**config.mk**
```make
export PLATFORM = sky130hd
export DESIGN_NAME = lbs_ctrl
export DESIGN_NICKNAME = d
export VERILOG_FILES = /design/src/design/lbs_pkg.sv /design/src/design/lbs_ctrl.sv
export SDC_FILE = /design/constraint.sdc
export NUM_CORES = 1
export LEC_CHECK = 0
export BUFFER_PORTS_ARGS = -buffer_cell sky130_fd_sc_hd__buf_2
export CAP_MARGIN = 5
export CORE_UTILIZATION = 35
export CTS_CLUSTER_DIAMETER = 120
export CTS_CLUSTER_SIZE = 10
export DETAILED_ROUTE_END_ITERATION = 12
export SYNTH_ARGS = -nofsm -noshare
export SYNTH_HDL_FRONTEND = slang
export SYNTH_SLANG_ARGS = --single-unit
```
**constraint.sdc**
```tcl
create_clock -name clk_i -period 2.32 [get_ports clk_i]
set_input_delay 0.464 -clock clk_i [delete_from_list [all_inputs] [get_ports clk_i]]
set_output_delay 0.464 -clock clk_i [all_outputs]
set_load 0.02 [all_outputs]
```
**src/design/lbs_pkg.sv**
```systemverilog
`default_nettype none

package lbs_pkg;

  // Default size of the bone matrix table.
  localparam int MaxBonesDefault = 64;
  // Words in one 3x4 row-major affine matrix.
  localparam int MatWords = 12;
  // Width used to compare a bone index against the bone count (count up to 511).
  localparam int BoneCmpW = 9;

  // Stream payload widths.
  localparam int InDataW  = 160;
  localparam int OutDataW = 96;

  // Matrix layout: the translation column and the last column that is multiplied.
  localparam logic [1:0] TransCol   = 2'd3;
  localparam logic [1:0] LastMulCol = 2'd2;
  localparam logic [1:0] LastRow    = 2'd2;

  // Item kinds carried in the input tuser bit.
  typedef enum logic {
    CMD_LOAD  = 1'b0,
    CMD_BLEND = 1'b1
  } cmd_e;

  // Commands from the controller to the datapath.
  typedef struct packed {
    logic       capture;
    logic       mem_we;
    logic       rd_en;
    logic [1:0] rd_row;
    logic [1:0] rd_col;
    logic       emit;
  } ctrl_cmd_t;

  // Status from the datapath to the controller.
  typedef struct packed {
    cmd_e cmd;
    logic last;
    logic bone_ok;
    logic row_done;
    logic out_full;
  } dp_sts_t;

endpackage

`default_nettype wire

```
**src/design/lbs_ctrl.sv**
```systemverilog
`default_nettype none

module lbs_ctrl (
  input  wire                 clk_i,
  input  wire                 rst_ni,
  input  wire                 s_axis_tvalid,
  output logic                s_axis_tready,
  input  lbs_pkg::dp_sts_t    sts_i,
  output lbs_pkg::ctrl_cmd_t  cmd_o
);

  typedef enum logic [4:0] {
    ST_IDLE     = 5'b00001,
    ST_DISPATCH = 5'b00010,
    ST_READ     = 5'b00100,
    ST_DRAIN    = 5'b01000,
    ST_EMIT     = 5'b10000
  } state_e;

  localparam logic [2:0] PhaseGap = 3'd4;
  localparam logic [2:0] PhaseEnd = 3'd3;

  state_e     state_q, state_d;
  logic [1:0] row_q, row_d;
  logic [2:0] phase_q, phase_d;

  // Next-state and command logic. The first two matrix rows take their read
  // slots in this order: translation first, then the three multiplied columns,
  // then one gap so the weight product can use the multiplier. The last row
  // skips the gap and the controller waits in the drain state instead.
  always_comb begin
    state_d       = state_q;
    row_d         = row_q;
    phase_d       = phase_q;
    s_axis_tready = 1'b0;
    cmd_o         = '0;
    cmd_o.rd_row  = row_q;
    cmd_o.rd_col  = phase_q[1:0] - 2'd1;

    case (state_q)
      ST_IDLE: begin
        s_axis_tready = 1'b1;
        if (s_axis_tvalid) begin
          cmd_o.capture = 1'b1;
          state_d       = ST_DISPATCH;
        end
      end
      ST_DISPATCH: begin
        if (sts_i.cmd == lbs_pkg::CMD_LOAD) begin
          cmd_o.mem_we = 1'b1;
          state_d      = ST_IDLE;
        end else if (sts_i.bone_ok) begin
          row_d   = 2'd0;
          phase_d = 3'd0;
          state_d = ST_READ;
        end else if (sts_i.last) begin
          state_d = ST_EMIT;
        end else begin
          state_d = ST_IDLE;
        end
      end
      ST_READ: begin
        cmd_o.rd_en = (phase_q != PhaseGap);
        if (phase_q == PhaseGap) begin
          phase_d = 3'd0;
          row_d   = row_q + 2'd1;
        end else if (row_q == lbs_pkg::LastRow && phase_q == PhaseEnd) begin
          state_d = ST_DRAIN;
        end else begin
          phase_d = phase_q + 3'd1;
        end
      end
      ST_DRAIN: begin
        if (sts_i.row_done) begin
          state_d = sts_i.last ? ST_EMIT : ST_IDLE;
        end
      end
      ST_EMIT: begin
        if (!sts_i.out_full) begin
          cmd_o.emit = 1'b1;
          state_d    = ST_IDLE;
        end
      end
      default: begin
        state_d = ST_IDLE;
      end
    endcase
  end

  // State registers.
  always_ff @(posedge clk_i or negedge rst_ni) begin
    if (!rst_ni) begin
      state_q <= ST_IDLE;
      row_q   <= 2'd0;
      phase_q <= 3'd0;
    end else begin
      state_q <= state_d;
      row_q   <= row_d;
      phase_q <= phase_d;
    end
  end

  // The last row's sum update only arrives while the controller waits for it.
  a_row_done_in_drain: assert property (@(posedge clk_i) disable iff (!rst_ni)
    sts_i.row_done |-> state_q == ST_DRAIN)
    else $error("row completion outside the drain wait");

  // Reads are only issued while the controller walks the matrix.
  a_read_in_walk: assert property (@(posedge clk_i) disable iff (!rst_ni)
    cmd_o.rd_en |-> (state_q == ST_READ && row_q <= lbs_pkg::LastRow))
    else $error("matrix read outside the row walk");

endmodule

`default_nettype wire

```
==> out/qor.yml, run 1 <==
fin_area_um2: 820.8
internal-power_uw: 414.4
grt_max_degree: 11
seq_power_share_pct: 38.9
syn-cell-area_um2: 676.9
synth_top_area_share_pct: 33.27
cts_buffers: 3
rsz0062_at_grt: "no"
antenna_found_initial: 0
syn_nets: 87
combPwrFrac_pct: 37.2
avgRoutedWirePerCell_um: 12.71
antenna_cells: 0
drv_slew: 0
ctsResizeCount: 0
synth.distinct_cells: 32
grt_pass1_wl_um: 2352
drtAntennaViolNets: 0
yosys.area_share.simple_pct: 26.99
drive_gt1_share_pct: 27.66
worstReg2RegStart: "state_q[3]"
grt_pass1_vias: 542
cp.required_ns: 1.86
most-common-layout-cells: "buf_2 (16), nor2_1 (10), inv_1 (9), dfrtp_1 (9)"
r2r_setup_slack_ns: 0.46
timing.rr.end: "phase_q[1]"
drt_iter0_markers: 8
htreeDepth: 1
path_max_fanout: 8
nets: 107
ctsLongestPathBuffers: 2
yosysTopAreaCell: "dfrtp_1"
hold_ws_ns: 0.04617
power_density_mw_per_mm2: 818.9
clk_latency_ns: 0.27
root_buffer: "clkbuf_4"
rows: 15
ys_ff_latch: 10
cts.reportedPaths.clkPinSlew_ns: 0.07
cts_tree: "yes"
wl_um: 1513
yosysSeqAreaShare_pct: 37.15
vias: 597
vias_per_cell: 5.017
status: "complete, no violations"
die_w_um: 45.98
sw_frac_of_total_pct: 38.35
synth_top_family_by_area: "simple AND/OR/NAND/NOR gates"
postCtsSetupBuffers: 0
multi_input_area_um2: 387.9
critPathArrivalTime_ns: 1.77
ff2ff_path_depth: 4
dp_hpwl_um: 1226
fin_tns_setup_ns: 0
clkPwrFrac_pct: 23.9
port_buffers: 16
setup_viol: 0
switching_power_uw: 257.8
ios: 17
clock-sinks: 10
fin_skew_ns: 0.003221
dr.pass1.iters: 4
synth_area_leaders: "dfrtp_1 (33%), ha_1 (7.4%), nor2_1 (5.5%), inv_1 (5.0%), mux2_2 (5.0%)"
final_common_cell: "buf_2"
maxSlewHeadroom_pct: 66.25
fmax_ghz: 0.4482
fill_cells: 196
yosys.area_share.adder_pct: 7.394
finalCritPeriodShare_pct: 96.17
cp-start-kind: "register"
synthCells: 75
max_cap_viol_count: 0
syn2layout_area_growth_pct: 21.26
dieArea_mm2: 0.002114
synth_xor_area_share_pct: 0
finalHoldViolCount: 0
initial_utilization_pct: 38.37
avgSynthCellArea_um2: 9.025
place_congestion: 0.9477
synth.area.mux_share_pct: 7.948
ctsHoldBuffers: 0
postPlaceCellArea_um2: 784.5
synth_compound_area_share_pct: 14.97
peakVddDrop_mv: 0.4727
gr-total-overflow: 0
leakagePower_uw: 0.0003999
ys.warnings.count: 0
grtUsageTotal_pct: 16.09
critPathCaptureType: "output port"
fp.dieH_um: 45.98
core-area_mm2: 0.001764
seq_area_um2: 251.5
critPathKind: "register to output port"
drc: 0
min_period_ns: 2.231
tightest_slew_ns: 0.4991
hp-class: "primary input to asynchronous set/reset pin"
==> critical path, cell delays in order, from the launching register on <==
cell and delay, ns:
dfrtp_1 0.44, or3_1 0.42, nor3b_1 0.32, and2_1 0.17
buf_2 0.15
==> cell type report <==
cell class	count	share of cell area [%]
multi-input combinational	55	47.26
sequential	10	30.64
timing repair buffer	16	9.756
clock buffer	4	4.421
inverter	9	4.116
tap	25	3.811
==> flip-flops by register name (all words and copies together), names as in the netlist <==
signal and count:
row_q 2, phase_q 3, state_q 5
==> power by group through the flow <==
stage	clock network, uW	registers, uW	logic (uW)
floorplan	0	267	164
global placement	0	261	249
finish	161	261	250
CTS	165	258	253
detailed placement	0	262	251
global route	175	266	271
==> layer usage <==
layer | GRT usage [%] | vias to the layer above | wire length [um]
li1 | - | 306 | -
met1 | 21.36 | 267 | 773
met2 | 24.51 | 22 | 638
met3 | 2.778 | 2 | 88
met4 | 8.824 | 0 | 12
met5 | 0 | - | 0
==> cells in the mapped netlist <==
library cell / instances
nor2_1: 10
dfrtp_1: 9
inv_1: 9
ha_1: 4
nand2_1: 4
nor3_1: 4
mux2_2: 3
a31oi_1: 2
and2_1: 2
mux2i_1: 2
nand2b_1: 2
nand3_1: 2
o21ai_0: 2
or3_1: 2
a211oi_1: 1
a21oi_1: 1
a221oi_1: 1
a32o_1: 1
and2b_1: 1
and3_1: 1
and4b_1: 1
clkbuf_1: 1
dfstp_2: 1
nor2b_1: 1
nor3b_1: 1
nor4b_1: 1
o22ai_4: 1
o311a_1: 1
o32ai_1: 1
o41ai_1: 1
or2_4: 1
or2b_1: 1
==> cell families after synthesis <==
group / after synthesis
compound gates: 12
mux: 5
fa+ha+maj: 4
simple gates: 34
flops: 10
buf+inv: 10
==> how the worst max path moves through the flow <==
| stage | startpoint | to | slack, ns | cells after the start |
|---|---|---|---|---|
| finish | state_q[3] | cmd_o[7] | 0.09 | 4 |
| CTS | state_q[3] | cmd_o[7] | 0.08 | 4 |
| detailed placement | state_q[3] | cmd_o[7] | 0.40 | 4 |
| floorplan | state_q[3] | cmd_o[7] | 0.10 | 3 |
| global placement | state_q[3] | cmd_o[7] | 0.45 | 4 |
| global route | state_q[3] | cmd_o[7] | 0.02 | 4 |
==> per-stage QoR <==
| step | setup WS (ns) | utilization, % | power (uW) | instances |
|---|---|---|---|---|
| 2_1_floorplan | 0.1046 | - | 431.0 | 75 |
| 3_3_place_gp | 0.4519 | 44.47 | 509.6 | 115 |
| 3_5_place_dp | 0.3956 | 44.47 | 512.7 | 115 |
| 4_1_cts | 0.08419 | 46.52 | 675.8 | 119 |
| 5_1_grt | 0.01985 | 46.52 | 711.8 | 119 |
| 6_report | 0.08893 | 46.52 | 672.1 | 119 |
Note: power is estimated with default switching activity, not from simulation.
==> run 2: changes to the inputs <==
--- a/config.mk
+++ b/config.mk
@@ -7,7 +7,7 @@
 export LEC_CHECK = 0
 export BUFFER_PORTS_ARGS = -buffer_cell sky130_fd_sc_hd__buf_2
 export CAP_MARGIN = 5
-export CORE_UTILIZATION = 35
+export CORE_UTILIZATION = 40
 export CTS_CLUSTER_DIAMETER = 120
 export CTS_CLUSTER_SIZE = 10
 export DETAILED_ROUTE_END_ITERATION = 12
==> run 2 against run 1 <==
  * Die area shrank 12%
  * Total power decreased by 6.1%
  * Worst setup slack better by 0.045 ns
  * Clock skew fell by 0.0011 ns
  * Cell count decreased by 7.6%
  * Global-route usage is 1.4 points higher
  * Critical path depth unchanged
  * Sequential share of layout area up 0.82 points
  * Routed wire length shrank 7.8%
  * Register-to-register slack barely moved
  * Count of clock-buffer cells in the layout stayed put
==> out/qor.yml, run 2 (same netlist as run 1, synthesis figures left out) <==
hp-class: "primary input to asynchronous set/reset pin"
clk_latency_ns: 0.26
path_max_fanout: 8
status: "complete, no violations"
dieArea_mm2: 0.001861
ctsHoldBuffers: 0
critPathArrivalTime_ns: 1.72
grt_max_degree: 11
ctsResizeCount: 0
maxSlewHeadroom_pct: 67.21
postCtsSetupBuffers: 0
grt_pass1_wl_um: 2387
final_common_cell: "buf_2"
cts_buffers: 3
max_cap_viol_count: 0
port_buffers: 16
initial_utilization_pct: 43.91
critPathKind: "register to output port"
finalCritPeriodShare_pct: 94.24
use_met1_pct: 22.55
place_congestion: 0.7660
met2_usage_pct: 27.16
reg.largest.list: "state_q: 5 flops, phase_q: 3 flops, row_q: 2 flops"
drt_iter0_markers: 17
critPathCaptureType: "output port"
antenna_found_initial: 0
antenna_cells: 0
vias_per_cell: 5.491
fin_skew_ns: 0.002161
fill_cells: 158
core-area_mm2: 0.001541
clock-sinks: 10
avgRoutedWirePerCell_um: 12.68
layoutNonFillerInstCount: 110
fp.dieH_um: 43.14
grt_pass1_vias: 581
crit_path_max_incr_delay_ns: 0.44
htreeDepth: 1
drv_slew: 0
min_period_ns: 2.186
cts.reportedPaths.clkPinSlew_ns: 0.07
drc: 0
fin_tns_setup_ns: 0
rsz0062_at_grt: "no"
drtAntennaViolNets: 0
leakagePower_uw: 0.0003939
gr-total-overflow: 0
cp_slowest_cell: "dfrtp_1"
cp.required_ns: 1.86
ff2ff_path_depth: 4
cts_tree: "yes"
ctsLongestPathBuffers: 2
cp-start-kind: "register"
finalHoldViolCount: 0
placedCellCount: 106
power_density_mw_per_mm2: 789.8
dr.pass1.iters: 4
ios: 17
tightest_slew_ns: 0.4850
root_buffer: "clkbuf_4"
peakVddDrop_mv: 0.4570
syn2layout_area_growth_pct: 18.11
wl_um: 1395
most-common-layout-cells: "buf_2 (16), nor2_1 (10), inv_1 (9), dfrtp_1 (9)"
fmax_ghz: 0.4574
dp_hpwl_um: 1131
rows: 14
largest_register_ffs: 5
met3_usage_pct: 3.830
setup_viol: 0
crit_chain: "or3_1, or2_4, nor2_1, buf_2"
vias: 604
drive_gt1_share_pct: 26.60
die_w_um: 43.14
grtUsageTotal_pct: 17.51
nets: 107
max_flop_register: "state_q"
grt_busiest_layer: "met2"
run 2: cell counts in the layout (fill, tap and decap cells not counted):
No cell type changed its count.
run 2: critical path, delay by kind of cell, from the launching register on:
kind          cells  cell delay (ns)
buf+inv           1             0.18
flops             1             0.44
simple gates      3             0.84
run 2: cell type report:
class                           count  area [um2]  area share [%]
Sequential cell                    10       251.5           31.46
Timing Repair Buffer               16       80.08           10.02
Multi-Input combinational cell     55       387.9           48.51
Clock buffer                        4       26.28           3.286
Tap cell                           16       20.02           2.504
Inverter                            9       33.78           4.225
run 2: worst paths after layout:
| check | to | start | slack (ns) |
|---|---|---|---|
| hold / removal | state_q[3] | rst_ni | 0.06 |
| max in group asynchronous | state_q[0] | rst_ni | 2.00 |
| setup reg to reg | phase_q[0] | state_q[3] | 0.45 |
| hold reg to reg | row_q[0] | row_q[0] | 0.50 |
| min in group clk_i | state_q[1] | s_axis_tvalid | 0.44 |
| setup / recovery | cmd_o[6] | state_q[3] | 0.13 |
run 2: metal layers:
metal | vias up | part of all wire [%]
met5 | - | 0
met4 | 0 | 1.1
met3 | 2 | 4.9
met2 | 14 | 44
met1 | 285 | 50
li1 | 303 | -
run 2: report_power, final:
group / leakage, uW / total, uW / switching (uW) / internal, uW
sequential: 0.000131 / 259 / 44.5 / 214
combinational: 0.000248 / 247 / 142 / 105
clock: 0.0000150 / 125 / 59.1 / 66.4
total: 0.000394 / 631 / 246 / 386
run 2: through the flow:
stage / area [um2] / setup WS (ns) / power (uW) / utilization, % / hold slack (ns)
floorplan: 676.9 / 0.1046 / 431.0 / - / 0.1684
global placement: 773.2 / 0.4567 / 509.2 / 50.16 / 0.3413
detailed placement: 773.2 / 0.4261 / 506.9 / 50.16 / 0.3444
CTS: 799.5 / 0.1265 / 638.4 / 51.87 / 0.05462
global route: 799.5 / 0.01597 / 678.8 / 51.87 / 0.06087
finish: 799.5 / 0.1337 / 631.4 / 51.87 / 0.05613
==> run 3: changes to the inputs <==
--- a/config.mk
+++ b/config.mk
@@ -11,6 +11,7 @@
 export CTS_CLUSTER_DIAMETER = 120
 export CTS_CLUSTER_SIZE = 10
 export DETAILED_ROUTE_END_ITERATION = 12
+export PLACE_DENSITY = 0.67
 export SYNTH_ARGS = -nofsm -noshare
 export SYNTH_HDL_FRONTEND = slang
 export SYNTH_SLANG_ARGS = --single-unit
==> run 3 against run 2 <==
  * Combinational power barely moved
  * Highest routed layer unchanged
  * Utilization grew 0.65 points
  * First-iteration DRC count up 53%
  * Total power grew 3.7%
  * Register-to-register slack hardly changed
==> out/qor.yml, run 3 (same netlist as run 1, synthesis figures left out) <==
status: "complete, no violations"
fp.dieH_um: 43.14
cp.required_ns: 1.86
path_max_fanout: 8
core-area_mm2: 0.001541
ff2ff_path_depth: 4
finalCritPeriodShare_pct: 94.23
antenna_cells: 0
htreeDepth: 1
vias_per_cell: 5.436
setup_viol: 0
drive_gt1_share_pct: 27.66
grtUsageTotal_pct: 16.58
critPathArrivalTime_ns: 1.72
critPathKind: "register to output port"
peakVddDrop_mv: 0.3061
drv_slew: 0
root_buffer: "clkbuf_4"
die_w_um: 43.14
hp-class: "primary input to asynchronous set/reset pin"
reg.largest.list: "state_q: 5 flops, phase_q: 3 flops, row_q: 2 flops"
cp-start-kind: "register"
leakagePower_uw: 0.0003999
timing.rr.end: "phase_q[2]"
rows: 14
largest_register_ffs: 5
place_congestion: 0.8864
dieArea_mm2: 0.001861
worstReg2RegStart: "state_q[3]"
min_period_ns: 2.186
ctsHoldBuffers: 0
avgRoutedWirePerCell_um: 12.61
vias: 598
max_cap_viol_count: 0
max_flop_register: "state_q"
drtAntennaViolNets: 0
most-common-layout-cells: "buf_2 (16), nor2_1 (10), inv_1 (9), dfrtp_1 (9)"
r2r_setup_slack_ns: 0.46
finalHoldViolCount: 0
fin_skew_ns: 0.0008351
initial_utilization_pct: 43.91
gr-total-overflow: 0
fmax_ghz: 0.4574
cts_buffers: 3
dr.pass1.iters: 4
dp_hpwl_um: 1154
grt_pass1_wl_um: 2277
final_common_cell: "buf_2"
p_total_uw: 654.9
grt_max_degree: 11
fin_tns_setup_ns: 0
drt_iter0_markers: 26
clock-sinks: 10
wl_um: 1387
critPathCaptureType: "output port"
tightest_slew_ns: 0.5057
cts.reportedPaths.clkPinSlew_ns: 0.06
antenna_found_initial: 0
cts_tree: "yes"
postCtsSetupBuffers: 0
rsz0062_at_grt: "no"
maxSlewHeadroom_pct: 65.81
ctsResizeCount: 0
port_buffers: 16
power_density_mw_per_mm2: 809.0
drc: 0
ios: 17
ctsLongestPathBuffers: 2
grt_pass1_vias: 541
nets: 107
syn2layout_area_growth_pct: 19.59
clk_latency_ns: 0.26
-- run 3: cell counts in the layout (fill, tap and decap cells not counted) --
No cell type changed its count.
-- run 3: how the worst max path moves through the flow --
stage | start | to
6_report | state_q[3] | cmd_o[6]
5_1_grt | state_q[3] | cmd_o[7]
4_1_cts | state_q[3] | cmd_o[6]
3_5_place_dp | state_q[3] | cmd_o[6]
3_3_place_gp | state_q[3] | cmd_o[7]
2_1_floorplan | state_q[3] | cmd_o[7]
-- run 3: cell type report --
type	instances	area, um2
Clock buffer	4	36.28
Fill cell	152	732.0
Inverter	9	33.78
Multi-Input combinational cell	55	387.9
Sequential cell	10	251.5
Tap cell	16	20.02
Timing Repair Buffer	16	80.08
-- run 3: metrics by stage --
step	worst slack [ns]	std cells	util [%]	instance area [um2]	hold slack (ns)
after global routing	0.02577	110	52.52	809.5	0.05788
after floorplan	0.1046	75	-	676.9	0.1684
after detailed placement	0.4201	106	50.16	773.2	0.3369
after CTS	0.1328	110	52.52	809.5	0.05509
after global placement	0.4633	106	50.16	773.2	0.3314
final	0.1338	110	52.52	809.5	0.05181
-- run 3: worst max-delay path: stages, from the launching register on --
cell and delay (ns):
dfrtp_1 0.44, or3_1 0.42, or2_4 0.29, nor2_1 0.13, buf_2 0.18
-- run 3: metal layers --
| layer | wire length, um | global-route usage, % | vias up |
|---|---|---|---|
| met5 | 0 | 0 | - |
| met4 | 8 | 10.30 | 0 |
| met3 | 65 | 1.277 | 2 |
| met2 | 639 | 25.67 | 18 |
| met1 | 674 | 22.13 | 273 |
| li1 | - | - | 305 |
-- run 3: report_power, final --
group          total (uW)  switching, uW  internal (uW)
sequential            258           43.8            214
clock                 151           55.4           95.1
combinational         246            142            104
total                 655            241            414
